===== src/rtl/core/assert_macros.svh =====
// ----------------------------------------------------------------------------
// Assertion macros
// Shared concurrent assertion shorthands, clocked on clk and gated by rst_n.
// ----------------------------------------------------------------------------
`ifndef ASSERT_MACROS_SVH
`define ASSERT_MACROS_SVH

// condition must hold at every edge out of reset
`define ASSERT_ALWAYS(label, cond, msg) \
  label: assert property (@(posedge clk) disable iff (!rst_n) (cond)) else $error(msg);

// consequence must hold in the same cycle as the antecedent
`define ASSERT_IMPL(label, ante, cons, msg) \
  label: assert property (@(posedge clk) disable iff (!rst_n) (ante) |-> (cons)) else $error(msg);

// consequence must hold in the cycle after the antecedent
`define ASSERT_NEXT(label, ante, cons, msg) \
  label: assert property (@(posedge clk) disable iff (!rst_n) (ante) |=> (cons)) else $error(msg);

`endif


===== src/rtl/core/qpd_pkg.sv =====
// ----------------------------------------------------------------------------
// qpd_pkg
// Types, character codes and helpers for the quoted-printable decoder.
// ----------------------------------------------------------------------------
`default_nettype none

package qpd_pkg;

  // character codes
  localparam logic [7:0] CH_EQ = 8'h3D;
  localparam logic [7:0] CH_US = 8'h5F;
  localparam logic [7:0] CH_SP = 8'h20;
  localparam logic [7:0] CH_LF = 8'h0A;
  localparam logic [7:0] CH_CR = 8'h0D;

  // decoded words per input byte, at most
  localparam int RUN_MAX = 3;
  localparam int RUN_W   = 2;

  // run queue between front and back
  localparam int QDEPTH = 4;
  localparam int QPTR_W = $clog2(QDEPTH);
  localparam int QCNT_W = $clog2(QDEPTH + 1);

  // escape phase
  typedef enum logic [1:0] {
    PH_IDLE = 2'd0,
    PH_EQ   = 2'd1,
    PH_HELD = 2'd2
  } phase_t;

  // one run of decoded words caused by one input byte
  typedef struct packed {
    logic [RUN_W-1:0]           cnt;
    logic [RUN_MAX-1:0][7:0]    bytes;
    logic                       byte_valid;
    logic                       msg_end;
  } run_t;

  function automatic logic is_hex(input logic [7:0] c);
    logic r;
    r = (c inside {[8'h30:8'h39], [8'h41:8'h46], [8'h61:8'h66]});
    return r;
  endfunction

  // nibble value of a hex digit; letters have bit 6 set
  function automatic logic [3:0] hex_nib(input logic [7:0] c);
    logic [3:0] r;
    r = c[6] ? (c[3:0] + 4'd9) : c[3:0];
    return r;
  endfunction

endpackage

`default_nettype wire


===== src/rtl/core/quoted_printable_decoder.sv =====
// ----------------------------------------------------------------------------
// quoted_printable_decoder: throughput one input byte per cycle while in_full
// is low; the serialiser gives one output word per cycle while out_pop takes them;
// an escape error costing up to 3 words is absorbed by a 4-run queue.
// Synchronous active-low reset clears escape state, queue and output valid flag.
// ----------------------------------------------------------------------------
`default_nettype none

module quoted_printable_decoder (
  input  wire logic          clk,
  input  wire logic          rst_n,
  // configuration
  input  wire logic          cfg_we,
  input  wire logic          cfg_underscore_as_space,
  // input words
  input  wire logic          in_push,
  output logic               in_full,
  input  wire logic [7:0]    in_byte,
  input  wire logic          in_end_of_input,
  // result words
  output logic               out_empty,
  input  wire logic          out_pop,
  output logic [7:0]         out_byte,
  output logic               out_byte_valid,
  output logic               out_run_last,
  output logic               out_message_end
);

  qpd_pkg::run_t run_w, head_w;
  logic          acc, push_w, q_full, q_empty, q_pop;

  assign in_full = q_full;
  assign acc     = in_push && !q_full;

  // escape tracker
  qpd_front u_front (
    .clk                     (clk),
    .rst_n                   (rst_n),
    .cfg_we                  (cfg_we),
    .cfg_underscore_as_space (cfg_underscore_as_space),
    .acc_i                   (acc),
    .in_byte                 (in_byte),
    .in_end_of_input         (in_end_of_input),
    .run_o                   (run_w),
    .push_o                  (push_w)
  );

  // run queue
  qpd_fifo u_fifo (
    .clk     (clk),
    .rst_n   (rst_n),
    .push_i  (push_w),
    .wdata_i (run_w),
    .full_o  (q_full),
    .pop_i   (q_pop),
    .head_o  (head_w),
    .empty_o (q_empty)
  );

  // serialiser and output register
  qpd_back u_back (
    .clk             (clk),
    .rst_n           (rst_n),
    .head_i          (head_w),
    .q_empty_i       (q_empty),
    .q_pop_o         (q_pop),
    .out_empty       (out_empty),
    .out_pop         (out_pop),
    .out_byte        (out_byte),
    .out_byte_valid  (out_byte_valid),
    .out_run_last    (out_run_last),
    .out_message_end (out_message_end)
  );

endmodule

`default_nettype wire


===== src/rtl/core/qpd_front.sv =====
// ----------------------------------------------------------------------------
// qpd_front
// Escape tracker: classifies each input byte and builds its run of words.
// ----------------------------------------------------------------------------
`default_nettype none
`include "assert_macros.svh"

module qpd_front (
  input  wire logic          clk,
  input  wire logic          rst_n,
  input  wire logic          cfg_we,
  input  wire logic          cfg_underscore_as_space,
  input  wire logic          acc_i,
  input  wire logic [7:0]    in_byte,
  input  wire logic          in_end_of_input,
  output qpd_pkg::run_t      run_o,
  output logic               push_o
);

  qpd_pkg::phase_t phase_r, phase_nxt, phase_mid;
  logic [7:0]      held_r, held_nxt, held_mid;
  logic            us_r;
  logic            do_plain;
  qpd_pkg::run_t   run;
  logic [qpd_pkg::RUN_W-1:0] cnt;

  // configuration register
  always_ff @(posedge clk) begin
    if (!rst_n) begin
      us_r <= 1'b0;
    end else if (cfg_we) begin
      us_r <= cfg_underscore_as_space;
    end
  end

  // next escape state
  always_comb begin
    do_plain  = 1'b0;
    phase_mid = phase_r;
    held_mid  = held_r;
    case (phase_r)
      qpd_pkg::PH_EQ: begin
        if (in_byte == qpd_pkg::CH_LF) begin
          phase_mid = qpd_pkg::PH_IDLE;
        end else if (in_byte == qpd_pkg::CH_CR || qpd_pkg::is_hex(in_byte)) begin
          held_mid  = in_byte;
          phase_mid = qpd_pkg::PH_HELD;
        end else begin
          phase_mid = qpd_pkg::PH_IDLE;
          do_plain  = 1'b1;
        end
      end
      qpd_pkg::PH_HELD: begin
        phase_mid = qpd_pkg::PH_IDLE;
        if (held_r == qpd_pkg::CH_CR) begin
          do_plain = (in_byte != qpd_pkg::CH_LF);
        end else begin
          do_plain = !(qpd_pkg::is_hex(held_r) && qpd_pkg::is_hex(in_byte));
        end
      end
      default: begin
        phase_mid = qpd_pkg::PH_IDLE;
        do_plain  = 1'b1;
      end
    endcase
    // a plain '=' opens a new escape
    if (do_plain && in_byte == qpd_pkg::CH_EQ) begin
      phase_mid = qpd_pkg::PH_EQ;
    end
    phase_nxt = in_end_of_input ? qpd_pkg::PH_IDLE : phase_mid;
    held_nxt  = in_end_of_input ? 8'h00 : held_mid;
  end

  // run of words for this byte
  always_comb begin
    run            = '0;
    run.byte_valid = 1'b1;
    run.msg_end    = in_end_of_input;
    cnt            = '0;
    // words closing the previous escape
    case (phase_r)
      qpd_pkg::PH_EQ: begin
        if (do_plain) begin
          run.bytes[cnt] = qpd_pkg::CH_EQ;
          cnt            = cnt + 1'b1;
        end
      end
      qpd_pkg::PH_HELD: begin
        if (held_r != qpd_pkg::CH_CR && !do_plain) begin
          run.bytes[cnt] = {qpd_pkg::hex_nib(held_r), qpd_pkg::hex_nib(in_byte)};
          cnt            = cnt + 1'b1;
        end else if (do_plain) begin
          run.bytes[cnt] = qpd_pkg::CH_EQ;
          cnt            = cnt + 1'b1;
          run.bytes[cnt] = held_r;
          cnt            = cnt + 1'b1;
        end
      end
      default: begin
      end
    endcase
    // the byte itself outside an escape
    if (do_plain) begin
      if (in_byte == qpd_pkg::CH_US && us_r) begin
        run.bytes[cnt] = qpd_pkg::CH_SP;
        cnt            = cnt + 1'b1;
      end else if (in_byte != qpd_pkg::CH_EQ) begin
        run.bytes[cnt] = in_byte;
        cnt            = cnt + 1'b1;
      end
    end
    // flush a pending escape at end of text
    if (in_end_of_input) begin
      if (phase_mid == qpd_pkg::PH_EQ) begin
        run.bytes[cnt] = qpd_pkg::CH_EQ;
        cnt            = cnt + 1'b1;
      end else if (phase_mid == qpd_pkg::PH_HELD) begin
        run.bytes[cnt] = qpd_pkg::CH_EQ;
        cnt            = cnt + 1'b1;
        run.bytes[cnt] = held_mid;
        cnt            = cnt + 1'b1;
      end
      // bare end marker
      if (cnt == '0) begin
        run.byte_valid = 1'b0;
        cnt            = 2'd1;
      end
    end
    run.cnt = cnt;
  end

  assign run_o  = run;
  assign push_o = acc_i && (cnt != '0);

  // escape state
  always_ff @(posedge clk) begin
    if (!rst_n) begin
      phase_r <= qpd_pkg::PH_IDLE;
      held_r  <= 8'h00;
    end else if (acc_i) begin
      phase_r <= phase_nxt;
      held_r  <= held_nxt;
    end
  end

  `ASSERT_NEXT(a_end_clears, acc_i && in_end_of_input, phase_r == qpd_pkg::PH_IDLE && held_r == 8'h00, "escape state not cleared after end of text")
  `ASSERT_IMPL(a_held_has_digit, phase_r == qpd_pkg::PH_HELD, held_r == qpd_pkg::CH_CR || qpd_pkg::is_hex(held_r), "held byte is neither CR nor hex")

endmodule

`default_nettype wire


===== src/rtl/core/qpd_fifo.sv =====
// ----------------------------------------------------------------------------
// qpd_fifo
// Short queue of decoded runs between the escape tracker and the serialiser.
// ----------------------------------------------------------------------------
`default_nettype none
`include "assert_macros.svh"

module qpd_fifo (
  input  wire logic          clk,
  input  wire logic          rst_n,
  input  wire logic          push_i,
  input  qpd_pkg::run_t      wdata_i,
  output logic               full_o,
  input  wire logic          pop_i,
  output qpd_pkg::run_t      head_o,
  output logic               empty_o
);

  qpd_pkg::run_t                  mem_r [qpd_pkg::QDEPTH];
  logic [qpd_pkg::QPTR_W-1:0]     wr_ptr_r, rd_ptr_r;
  logic [qpd_pkg::QCNT_W-1:0]     count_r;

  assign full_o  = (count_r == qpd_pkg::QCNT_W'(qpd_pkg::QDEPTH));
  assign empty_o = (count_r == '0);
  assign head_o  = mem_r[rd_ptr_r];

  // storage
  always_ff @(posedge clk) begin
    if (push_i) begin
      mem_r[wr_ptr_r] <= wdata_i;
    end
  end

  // pointers and fill level
  always_ff @(posedge clk) begin
    if (!rst_n) begin
      wr_ptr_r <= '0;
      rd_ptr_r <= '0;
      count_r  <= '0;
    end else begin
      if (push_i) begin
        wr_ptr_r <= (wr_ptr_r == qpd_pkg::QPTR_W'(qpd_pkg::QDEPTH - 1)) ? '0
                                                                      : wr_ptr_r + 1'b1;
      end
      if (pop_i) begin
        rd_ptr_r <= (rd_ptr_r == qpd_pkg::QPTR_W'(qpd_pkg::QDEPTH - 1)) ? '0
                                                                      : rd_ptr_r + 1'b1;
      end
      if (push_i && !pop_i) begin
        count_r <= count_r + 1'b1;
      end else if (pop_i && !push_i) begin
        count_r <= count_r - 1'b1;
      end
    end
  end

  `ASSERT_IMPL(a_no_overflow, full_o, !push_i, "push into full run queue")
  `ASSERT_IMPL(a_no_underflow, empty_o, !pop_i, "pop from empty run queue")

endmodule

`default_nettype wire


===== src/rtl/core/qpd_back.sv =====
// ----------------------------------------------------------------------------
// qpd_back
// Serialiser: walks the head run one word per cycle into a free output register.
// ----------------------------------------------------------------------------
`default_nettype none
`include "assert_macros.svh"

module qpd_back (
  input  wire logic          clk,
  input  wire logic          rst_n,
  input  qpd_pkg::run_t      head_i,
  input  wire logic          q_empty_i,
  output logic               q_pop_o,
  output logic               out_empty,
  input  wire logic          out_pop,
  output logic [7:0]         out_byte,
  output logic               out_byte_valid,
  output logic               out_run_last,
  output logic               out_message_end
);

  logic [qpd_pkg::RUN_W-1:0] idx_r, idx_nxt;
  logic                      ov_r, ov_nxt;
  logic [7:0]                byte_r;
  logic                      bvalid_r, last_r, mend_r;
  logic                      load, is_last;

  // load a word when the output slot is free or being taken
  assign load    = !q_empty_i && (!ov_r || out_pop);
  assign is_last = (idx_r == head_i.cnt - 1'b1);
  assign q_pop_o = load && is_last;

  always_comb begin
    idx_nxt = idx_r;
    ov_nxt  = ov_r;
    if (load) begin
      idx_nxt = is_last ? '0 : idx_r + 1'b1;
      ov_nxt  = 1'b1;
    end else if (out_pop) begin
      ov_nxt  = 1'b0;
    end
  end

  // control
  always_ff @(posedge clk) begin
    if (!rst_n) begin
      idx_r <= '0;
      ov_r  <= 1'b0;
    end else begin
      idx_r <= idx_nxt;
      ov_r  <= ov_nxt;
    end
  end

  // output word
  always_ff @(posedge clk) begin
    if (load) begin
      byte_r   <= head_i.bytes[idx_r];
      bvalid_r <= head_i.byte_valid;
      last_r   <= is_last;
      mend_r   <= is_last && head_i.msg_end;
    end
  end

  assign out_empty       = !ov_r;
  assign out_byte        = byte_r;
  assign out_byte_valid  = bvalid_r;
  assign out_run_last    = last_r;
  assign out_message_end = mend_r;

  `ASSERT_IMPL(a_idx_in_run, !q_empty_i, idx_r < head_i.cnt, "word index beyond run length")
  `ASSERT_IMPL(a_mend_is_last, ov_r && out_message_end, out_run_last, "message end on a word that is not last of its run")

endmodule

`default_nettype wire

===== config.mk =====
export PLATFORM = sky130hd
export DESIGN_NAME = quoted_printable_decoder
export DESIGN_NICKNAME = d
export VERILOG_FILES = /design/src/rtl/core/qpd_pkg.sv /design/src/rtl/core/quoted_printable_decoder.sv /design/src/rtl/core/qpd_front.sv /design/src/rtl/core/qpd_fifo.sv /design/src/rtl/core/qpd_back.sv
export VERILOG_INCLUDE_DIRS = /design/src /design/src/rtl/core
export SDC_FILE = /design/constraint.sdc
export NUM_CORES = 1
export LEC_CHECK = 0
export ABC_AREA = 1
export BUFFER_PORTS_ARGS = -buffer_cell sky130_fd_sc_hd__buf_4
export CORE_MARGIN = 10
export CORE_UTILIZATION = 30
export DETAILED_ROUTE_END_ITERATION = 7
export PLACE_DENSITY = 0.47
export RECOVER_POWER = 100
export SLEW_MARGIN = 25
export SYNTH_ARGS = -nofsm -noshare
export SYNTH_HDL_FRONTEND = slang
export SYNTH_HIERARCHICAL = 1
export SYNTH_SLANG_ARGS = --single-unit

===== constraint.sdc =====
create_clock -name clk -period 5.69 [get_ports clk]
set_clock_uncertainty 0.05 [all_clocks]
set_input_delay 0.8535 -clock clk [delete_from_list [all_inputs] [get_ports clk]]
set_output_delay 0.8535 -clock clk [all_outputs]
set_load 0.01 [all_outputs]

==> impl_metrics.yaml, run 1 <==
setup_path:
  r2r_start: "u_front/held_r[1]"
  max_stage_delay_ps: 550
  r2r_slack_ps: 1560
  worst-path-buf-inv: 5
  cpMostUsedCell: "nand2_1"
  required_ps: 5760
  r2r_end: "u_fifo/mem_r[0][17]"
  worstPathCellList: "clkbuf_1 > inv_1 > ha_1 > inv_1 > nand3_1 > nand2_1 > nand2_1 > nand2_1 > nand2_1 > nand2_1 > nand3_1 > nand3_4 > nand2_1 > inv_1 > nand2_1 > ha_1 > nand3_1 > nand2_1 > inv_1 > ha_1 > nand2_1 > a21oi_4 > nor3_1"
  crit_type: "in2reg"
  critPathMaxFanout: 16
  slowest_stage: "nor3_1"
  cp-start-kind: "primary input"
  cp.arrival_ps: 4730
  crit_path_end_kind: "flop"
  worstRegToRegCells: 22
  cpLargestDelayFamily: "simple AND/OR/NAND/NOR gates"
clocking:
  cts-root-buf: "clkbuf_16"
  cts_hold_buf: 0
  clk_pin_slew_worst_paths_ps: 60
  cts.htree.levels: 4
  cts.sinks: 146
  cts_max_path_buffers: 2
  post_cts_resized: 0
  cts_tree: "done"
  clock_latency_ps: 420
  post_cts_buffers: 0
  cts_buffers: 17
sta:
  maxSlewViolCount: 30
  rsz0062_at_grt: "false"
  max_freq_ghz: 0.215
  setup_viol: 0
  period_minus_slack_ps: 4660
  hold_violations: 0
  finalSetupTns_ps: 0
  period_share: 0.819
  max_slew.worst_pin.slew_ps: 1590
  slew_headroom: -0.0582
route:
  drt_wl_total_um: 21400
  route.vias.total: 5929
  firstDrtPassIters: 5
  drc: 0
  drt_iter0_drc: 423
  routedWlPerCell_um: 17.9
  ant_nets: 0
  via_per_inst: 4.94
floorplanning:
  io_pins: 28
  rows: 58
  initial_core_util: 0.304
  core_area_mm2: 0.0252
  die_h_um: 180
  chipWidth_um: 180
  die_area_mm2: 0.0323
layout:
  final_nets: 897
  final_common_cell: "nand2_1"
  area_delta_synth_final_pct: 11.6
  regArea_mm2: 0.00416
  fin_cells: 1199
  fillers: 2614
  multiInputGateArea_mm2: 0.00284
  drive_above_1_share: 0.0909
  mostFrequentLayoutCells: "148 x nand2_1, 123 x edfxtp_1, 102 x nor2_1"
  antennaDiodeCount: 0
place:
  dpl.hpwl_um: 14600
  place_congestion: 0.929
  dp_cells: 1168
  portBuffers: 27
outcome:
  failed_checks: "max-capacitance violations, max-slew violations"
  status: "finished with violations"
worst_hold_path:
  hold_depth: 2
  hp-start: "u_front/held_r[7]"
  holdPathEnd: "u_front/held_r[7]"
  hold_path.class: "reg2reg"
global_routing:
  grt_usage: 0.132
  grt_pass1_wl_um: 33800
  grt_antenna_before_repair: 0
  overflow: 0
  grt_start_max_net_pins: 42
  grt_pass1_vias: 5735
yosys:
  yosysWarnings: 6
  syn_area_mm2: 0.00766
  synth-main-ff-cell: "edfxtp_1"
  synthArstFlopShare: 0
  synth_cells: 837
  syn_avg_cell_area_um2: 9.15
  ys_types: 38
  ys_ff_latch: 146
  synth_edf_count: 123
  syn_nets: 877
  yosysSeqAreaShare: 0.542
pwr:
  internal_power_w: 0.00226
  power.switching_w: 0.00117
  power_frac_comb: 0.273
  seqPwrFrac: 0.416
  leakage_nw: 3.27
  p_per_area_mw_per_mm2: 402
  worst_ir_drop_vdd_v: 0.000200
  power_frac_clock: 0.311
  switching_share: 0.341
  p_total_w: 0.00343
flow_run:
  maxCapViolations: 1
==> worst register-to-register path, delay by kind of cell, from the launching register on <==
family                   cells  cell delay, ps
adder cells (fa/ha/maj)      3             810
AND/OR/NAND/NOR             14            1900
AO/OA/AOI/OAI                1             110
buffers and inverters        4             460
flip-flops                   1             470
==> through the flow <==
stage          setup WS (ps)  area [um2]  hold WS [ps]   util
6_report                1030        8550           435  0.339
5_1_grt                  573        8550           450  0.339
4_1_cts                 1520        8660           435  0.344
3_5_place_dp            1100        8090           428  0.321
3_3_place_gp            1240        8090           421  0.321
2_1_floorplan           1580        7660           409      -
==> layout make-up <==
cell class	instances	share of cell area
Timing Repair Buffer	35	0.0228
Tap cell	330	0.0483
Clock inverter	14	0.0164
Sequential cell	146	0.486
Multi-Input combinational cell	558	0.333
Inverter	99	0.0438
Clock buffer	17	0.0498
==> how the worst max path moves through the flow <==
stage	from	endpoint	slack (ps)	cells after the start
floorplan	in_byte[0]	u_fifo/mem_r[0][0]	1580	25
global placement	in_byte[1]	u_fifo/mem_r[1][24]	1240	22
detailed placement	in_byte[1]	u_fifo/mem_r[1][14]	1100	24
CTS	in_byte[1]	u_fifo/mem_r[2][14]	1520	24
global route	in_byte[1]	u_fifo/count_r[2]	570	31
finish	in_byte[1]	u_fifo/mem_r[0][17]	1030	23
==> synthesized netlist by cell type (all sizes together) (2+ instances only) <==
master | count | area share
inv | 96 | 0.047
o22ai | 34 | 0.028
clkbuf | 10 | 0.0049
nor2 | 107 | 0.054
nand3 | 47 | 0.035
buf | 24 | 0.027
xor2 | 4 | 0.0046
o21ai | 118 | 0.078
nor4 | 2 | 0.0016
clkinv | 3 | 0.0015
ha | 24 | 0.039
edfxtp | 123 | 0.48
xnor2 | 2 | 0.0023
nand4 | 9 | 0.0074
o211ai | 2 | 0.0020
a21oi | 32 | 0.022
nor3 | 12 | 0.0085
dfxtp | 23 | 0.060
nand2 | 159 | 0.087
==> power by group through the flow <==
stage,Clock [W],Sequential (W),Combinational (W)
floorplan,0,0.00144,0.000704
global placement,0,0.00146,0.00100
detailed placement,0,0.00146,0.00101
CTS,0.00109,0.00143,0.00101
global route,0.00114,0.00145,0.00108
finish,0.00107,0.00143,0.000936
==> cells by family (layout without fill, tap and decap cells) <==
group,Yosys count,after routing,synth area share
flops,146,146,0.542
compound gates,189,189,0.133
simple gates,338,338,0.195
fa+ha+maj,25,25,0.0418
xor+xnor,6,6,0.00686
buf+inv,133,165,0.0809
==> per-layer routing <==
metal | track usage | share of wire | vias up
met1 | 0.179 | 0.48 | 2871
met4 | 0.0417 | 0.015 | 0
met3 | 0.0229 | 0.046 | 23
li1 | - | - | 2892
met5 | 0 | 0 | -
met2 | 0.209 | 0.46 | 143
==> registers in the layout, summed over array words and instances (netlist names), named ones only <==
name	cells
u_fifo/rd_ptr_r	2
u_back/out_byte	8
u_front/us_r	1
u_back/out_message_end	1
u_back/out_byte_valid	1
u_back/ov_r	1
u_fifo/mem_r	112
u_fifo/wr_ptr_r	2
u_front/held_r	8
u_back/idx_r	2
u_back/out_run_last	1
u_fifo/count_r	3
u_front/phase_r	2
Note: power is estimated with default switching activity, not from simulation.
==> run 2, diff against run 1 <==
--- a/config.mk
+++ b/config.mk
@@ -6,12 +6,12 @@
 export SDC_FILE = /design/constraint.sdc
 export NUM_CORES = 1
 export LEC_CHECK = 0
-export ABC_AREA = 1
+export ABC_AREA = 0
 export BUFFER_PORTS_ARGS = -buffer_cell sky130_fd_sc_hd__buf_4
 export CORE_MARGIN = 10
 export CORE_UTILIZATION = 30
 export DETAILED_ROUTE_END_ITERATION = 7
-export PLACE_DENSITY = 0.47
+export PLACE_DENSITY = 0.48
 export RECOVER_POWER = 100
 export SLEW_MARGIN = 25
 export SYNTH_ARGS = -nofsm -noshare
==> constraint.sdc (replaced) <==
create_clock -name clk -period 4.16 [get_ports clk]
set_clock_uncertainty 0.05 [all_clocks]
set_input_delay 0.624 -clock clk [delete_from_list [all_inputs] [get_ports clk]]
set_output_delay 0.624 -clock clk [all_outputs]
set_load 0.01 [all_outputs]
==> run 2 against run 1 <==
First-iteration DRC count down 41%. Hold slack worse by 22 ps. Flip-flop and latch count unchanged. Combinational power up 15%. Sequential power up 31%. Synthesized cell count down 35%. Cell count down 16%. Highest routed layer unchanged. Clock power up 42%. Die area down 4.3%. Critical path depth down 1. Non-clock buffer count up 110. The run now ends clean. Sequential share of layout area down 5.3 points.
==> impl_metrics.yaml, run 2 <==
outcome:
  status: "completed"
global_routing:
  grt_pass1_vias: 5248
  overflow: 0
  grt_pass1_wl_um: 30500
  met1_usage: 0.166
  grt_start_max_net_pins: 29
  grt_antenna_before_repair: 0
  use_met2: 0.208
  grt_usage: 0.128
  use_met3: 0.0285
  top_usage_layer: "met2"
floorplanning:
  io_pins: 28
  die_area_mm2: 0.0309
  die_h_um: 176
  core_area_mm2: 0.0237
  initial_core_util: 0.308
  rows: 56
  chipWidth_um: 176
setup_path:
  crit_path_end_kind: "flop"
  crit_type: "in2reg"
  cp.arrival_ps: 4450
  critPathMaxFanout: 5
  cp-start-kind: "primary input"
  required_ps: 4470
route:
  via_per_inst: 5.04
  ant_nets: 0
  route.vias.total: 5098
  drc: 0
  drt_wl_total_um: 19700
  routedWlPerCell_um: 19.5
  firstDrtPassIters: 4
  drt_iter0_drc: 248
sta:
  hold_ws_ps: 414
  period_share: 0.996
  maxSlewViolCount: 0
  setup_viol: 0
  hold_violations: 0
  period_minus_slack_ps: 4140
  max_slew.worst_pin.slew_ps: 903
  rsz0062_at_grt: "true"
  slew_headroom: 0.396
  fin_ws_ps: 16.8
  max_freq_ghz: 0.241
place:
  dp_cells: 958
  dpl_cell_area_mm2: 0.00864
  place_congestion: 0.888
  dpl.hpwl_um: 13700
  portBuffers: 27
  place_ws_ps: -549
clocking:
  cts_hold_buf: 0
  cts.sinks: 146
  clk_pin_slew_worst_paths_ps: 60
  clock_latency_ps: 420
  cts_buffers: 17
  cts-root-buf: "clkbuf_16"
  cts_max_path_buffers: 2
  cts_tree: "done"
  cts.htree.levels: 4
layout:
  antennaDiodeCount: 0
  largest-register: "u_fifo/mem_r"
  largest_register_ffs: 112
  mostFrequentLayoutCells: "139 x buf_4, 123 x edfxtp_1, 32 x nor2_1"
  final_nets: 720
  area_delta_synth_final_pct: 31.6
  final_common_cell: "buf_4"
  fin_cells: 1012
  design_area_mm2: 0.00959
  drive_above_1_share: 0.377
yosys:
  syn_nets: 586
  synth_top_family_by_area: "compound AO/OA/AOI/OAI gates"
  synthAdderAreaFrac: 0.0440
  syn_area_mm2: 0.00729
  yosysWarnings: 6
  synthArstFlopShare: 0
  synth-simple-area-share: 0.112
  ys_types: 70
  synth.largest_area_cell: "edfxtp_1"
  synth_edf_count: 123
  synth_compound_area_frac: 0.115
  syn_avg_cell_area_um2: 13.3
  synthMuxAreaShare: 0.113
  ys_ff_latch: 146
  synth_top_area_frac: 0.507
  yosysSeqAreaShare: 0.570
  synth-main-ff-cell: "edfxtp_1"
  synth.most_common_cell: "edfxtp_1"
  synth_common_cells: "123 x edfxtp_1, 36 x nor2_1, 29 x a21oi_1"
  synth-xor-area-share: 0.00841
  synth_top_cells_by_area: "edfxtp_1 51%, dfxtp_1 6.3%, mux4_2 6.2%, ha_1 4.1%, mux4_1 2.9%"
  synth_cells: 546
flow_run:
  maxCapViolations: 0
pwr:
  worst_ir_drop_vdd_v: 0.000225
  leakage_nw: 3.43
  p_per_area_mw_per_mm2: 466
worst_hold_path:
  hold_path.class: "in2reg"
run 2: cell count changes after synthesis, moves of 20 or more:
cell	previous run	this run
o22ai_1	34	1
o21ai_1	29	3
inv_1	86	23
nor2_1	101	36
o21ai_0	88	16
mux4_2	0	20
nand2_1	142	26
nand3_1	42	8
run 2: critical path, stage by stage:
cell and delay [ps]:
buf_4 130, inv_4 70, ha_4 120, or3b_4 380, nor4_4 340, nor2_2 80, o211a_4 270, nor2_4 110
a21oi_4 40, or2_4 260, ha_4 270, a21oi_4 60, nor2_4 130, buf_4 130, nor2_2 40, a21boi_2 170
ha_2 210, inv_2 40, fa_2 330, xor2_1 160, or3_1 340, a21boi_2 120
run 2: timing repair:
item,4_1_cts,5_1_grt
endpoints found under the setup margin,106,93
gates resized for setup,11,26
setup buffers,11,12
pin swaps,6,9
run 2: area by class of cell:
class,count,area (um2)
fill,2277,14100
sequential,146,4160
multi-input combinational,347,3220
timing repair buffer,145,1150
clock buffer,18,429
tap,319,399
clock inverter,14,155
inverter,23,88.8
run 2: power by group:
part	total (W)	internal, W	switching [W]	leakage, nW
registers	0.00187	0.00181	0.0000613	1.36
logic	0.00108	0.000524	0.000559	1.79
clock network	0.00152	0.000892	0.000626	0.282
total	0.00447	0.00322	0.00125	3.43
run 2: per-stage QoR:
| step | utilization | power (W) | setup TNS, ps |
|---|---|---|---|
| finish | 0.405 | 0.00447 | 0 |
| global route | 0.405 | 0.00471 | -308 |
| CTS | 0.395 | 0.00454 | -5.10 |
| detailed placement | 0.365 | 0.00299 | -62140 |
| global placement | 0.365 | 0.00296 | -38680 |
| floorplan | - | 0.00263 | -5140 |
run 2: path summary, 6_finish.rpt:
check / from / to / slack [ps] / cells past startpoint
max: in_byte[0] / u_fifo/count_r[2] / 20 / 22
min: cfg_underscore_as_space / u_front/us_r / 410 / 3
max reg2reg: u_front/phase_r[0] / u_fifo/count_r[2] / 30 / 21
min reg2reg: u_front/us_r / u_front/us_r / 480 / 2
run 2: logic make-up after synthesis:
| kind of cell | Yosys count |
|---|---|
| and+or+nand+nor | 152 |
| DFF | 146 |
| AOI/OAI and AO/OA | 119 |
| buffers and inverters | 53 |
| muxes | 44 |
| adders and majority gates | 25 |
| xor gates and xnor gates | 7 |
run 2: per-layer routing:
layer,part of all wire,wire length (um)
met5,0,0
met4,0.016,321
met3,0.040,791
met2,0.48,9520
met1,0.46,9070
==> run 3, diff against run 2 <==
--- a/config.mk
+++ b/config.mk
@@ -8,10 +8,12 @@
 export LEC_CHECK = 0
 export ABC_AREA = 0
 export BUFFER_PORTS_ARGS = -buffer_cell sky130_fd_sc_hd__buf_4
+export CELL_PAD_IN_SITES_DETAIL_PLACEMENT = 0
+export CELL_PAD_IN_SITES_GLOBAL_PLACEMENT = 1
 export CORE_MARGIN = 10
 export CORE_UTILIZATION = 30
 export DETAILED_ROUTE_END_ITERATION = 7
-export PLACE_DENSITY = 0.48
+export PLACE_DENSITY = 0.55
 export RECOVER_POWER = 100
 export SLEW_MARGIN = 25
 export SYNTH_ARGS = -nofsm -noshare
==> run 3 against run 2 <==
Sequential power about the same. Flip-flop and latch count unchanged. Largest power group unchanged. Sequential share of layout area increased by 0.42 points. Clock power about the same. Critical endpoint unchanged. Critical path depth unchanged. Die area unchanged. Combinational power about the same. Maximum frequency decreased by 0.34%. Core utilization decreased by 0.38 points.
==> impl_metrics.yaml, run 3 (same netlist as run 2, synthesis figures left out) <==
floorplanning:
  chipWidth_um: 176
  rows: 56
  io_pins: 28
  die_h_um: 176
  core_area_mm2: 0.0237
  die_area_mm2: 0.0309
  initial_core_util: 0.308
sta:
  finalSetupTns_ps: 0
  period_share: 0.999
  slew_headroom: 0.506
  maxSlewViolCount: 0
  hold_violations: 0
  period_minus_slack_ps: 4160
  setup_viol: 0
  rsz0062_at_grt: "true"
  hold_ws_ps: 409
  max_slew.worst_pin.slew_ps: 740
  max_freq_ghz: 0.241
global_routing:
  grt_start_max_net_pins: 29
  grt_usage: 0.130
  grt_pass1_vias: 5229
  overflow: 0
  use_met2: 0.208
  grt_antenna_before_repair: 0
  use_met3: 0.0279
  met1_usage: 0.174
  grt_pass1_wl_um: 31100
  top_usage_layer: "met2"
pwr:
  p_per_area_mw_per_mm2: 471
  power_frac_clock: 0.342
  power_frac_comb: 0.240
  worst_ir_drop_vdd_v: 0.000226
  seqPwrFrac: 0.418
  leakage_nw: 3.39
  internal_power_w: 0.00318
  switching_share: 0.288
  power.switching_w: 0.00129
clocking:
  cts.sinks: 146
  cts_buffers: 17
  cts_tree: "done"
  cts_max_path_buffers: 2
  cts-root-buf: "clkbuf_16"
  clk_pin_slew_worst_paths_ps: 60
  cts.htree.levels: 4
  clock_latency_ps: 430
setup_path:
  crit_type: "in2reg"
  cp.arrival_ps: 4450
  crit_path_end_kind: "flop"
  required_ps: 4460
  critPathMaxFanout: 4
  cp-start-kind: "primary input"
layout:
  mostFrequentLayoutCells: "128 x buf_4, 123 x edfxtp_1, 32 x nor2_1"
  final_core_util: 0.401
  regArea_mm2: 0.00416
  largest-register: "u_fifo/mem_r"
  fillers: 2289
  drive_above_1_share: 0.369
  area_delta_synth_final_pct: 30.4
  largest_register_ffs: 112
  multiInputGateArea_mm2: 0.00317
  antennaDiodeCount: 0
  final_common_cell: "buf_4"
  final_nets: 712
route:
  drt_wl_total_um: 19700
  routedWlPerCell_um: 19.7
  drt_iter0_drc: 312
  route.vias.total: 5049
  firstDrtPassIters: 4
  drc: 0
  via_per_inst: 5.03
  ant_nets: 0
place:
  dpl.hpwl_um: 14000
  place_congestion: 0.913
  portBuffers: 27
worst_hold_path:
  hold_path.class: "in2reg"
flow_run:
  maxCapViolations: 0
outcome:
  status: "completed"
-- run 3: stage by stage --
stage                     std cells  worst slack [ps]  area [um2]  total power [W]
after floorplan                 546              -272        7460          0.00263
after global placement          959              -414        8650          0.00296
after detailed placement        959              -530        8650          0.00299
after CTS                       994             -24.8        9290          0.00454
after global routing           1004              -171        9500          0.00471
final                          1004              2.83        9500          0.00448
-- run 3: cell type report --
class / count / area share
Multi-Input combinational cell: 347 / 0.333
Clock buffer: 18 / 0.0452
Timing Repair Buffer: 137 / 0.115
Clock inverter: 14 / 0.0170
Tap cell: 319 / 0.0420
Inverter: 23 / 0.00935
Sequential cell: 146 / 0.438
-- run 3: what timing repair did --
item | in CTS | in global routing
resized for setup | 9 | 27
endpoints found under the setup margin | 174 | 110
pin swaps | 5 | 14
gates cloned | 0 | 0
buffers inserted | 3 | 11
hold buffers | 0 | 0
-- run 3: power by group through the flow --
| stage | clock, W | sequential [W] | combinational [W] |
|---|---|---|---|
| after detailed placement | 0 | 0.00190 | 0.00109 |
| after CTS | 0.00157 | 0.00187 | 0.00110 |
| after floorplan | 0 | 0.00192 | 0.000716 |
| after global routing | 0.00163 | 0.00189 | 0.00119 |
| final | 0.00153 | 0.00187 | 0.00108 |
| after global placement | 0 | 0.00189 | 0.00107 |
-- run 3: critical path: stages --
cell and delay, ps:
buf_4 130, inv_4 70, ha_4 120, or3b_4 400
nor4_4 330, nor2_2 80, o211a_4 270, nor2_4 100
a21oi_2 40, or2_1 250, ha_1 290, a21oi_2 60
nor2_2 160, buf_6 130, nor2_2 40, a21boi_2 190
ha_2 210, inv_2 40, fa_2 330, xor2_1 160
or3_1 310, a21boi_1 120
-- run 3: path summary, 6_finish.rpt --
path	start	end	slack, ps	cells after the start
hold reg to reg	u_fifo/count_r[2]	u_fifo/count_r[2]	460	2
setup / recovery	in_byte[0]	u_fifo/count_r[2]	3	22
hold / removal	cfg_underscore_as_space	u_front/us_r	410	3
setup reg to reg	u_front/phase_r[0]	u_fifo/count_r[2]	50	21
-- run 3: per-layer routing --
metal / up-vias / share of wire
met5: - / 0
met4: 0 / 0.0097
met3: 13 / 0.048
met2: 128 / 0.48
met1: 2532 / 0.46
li1: 2376 / -
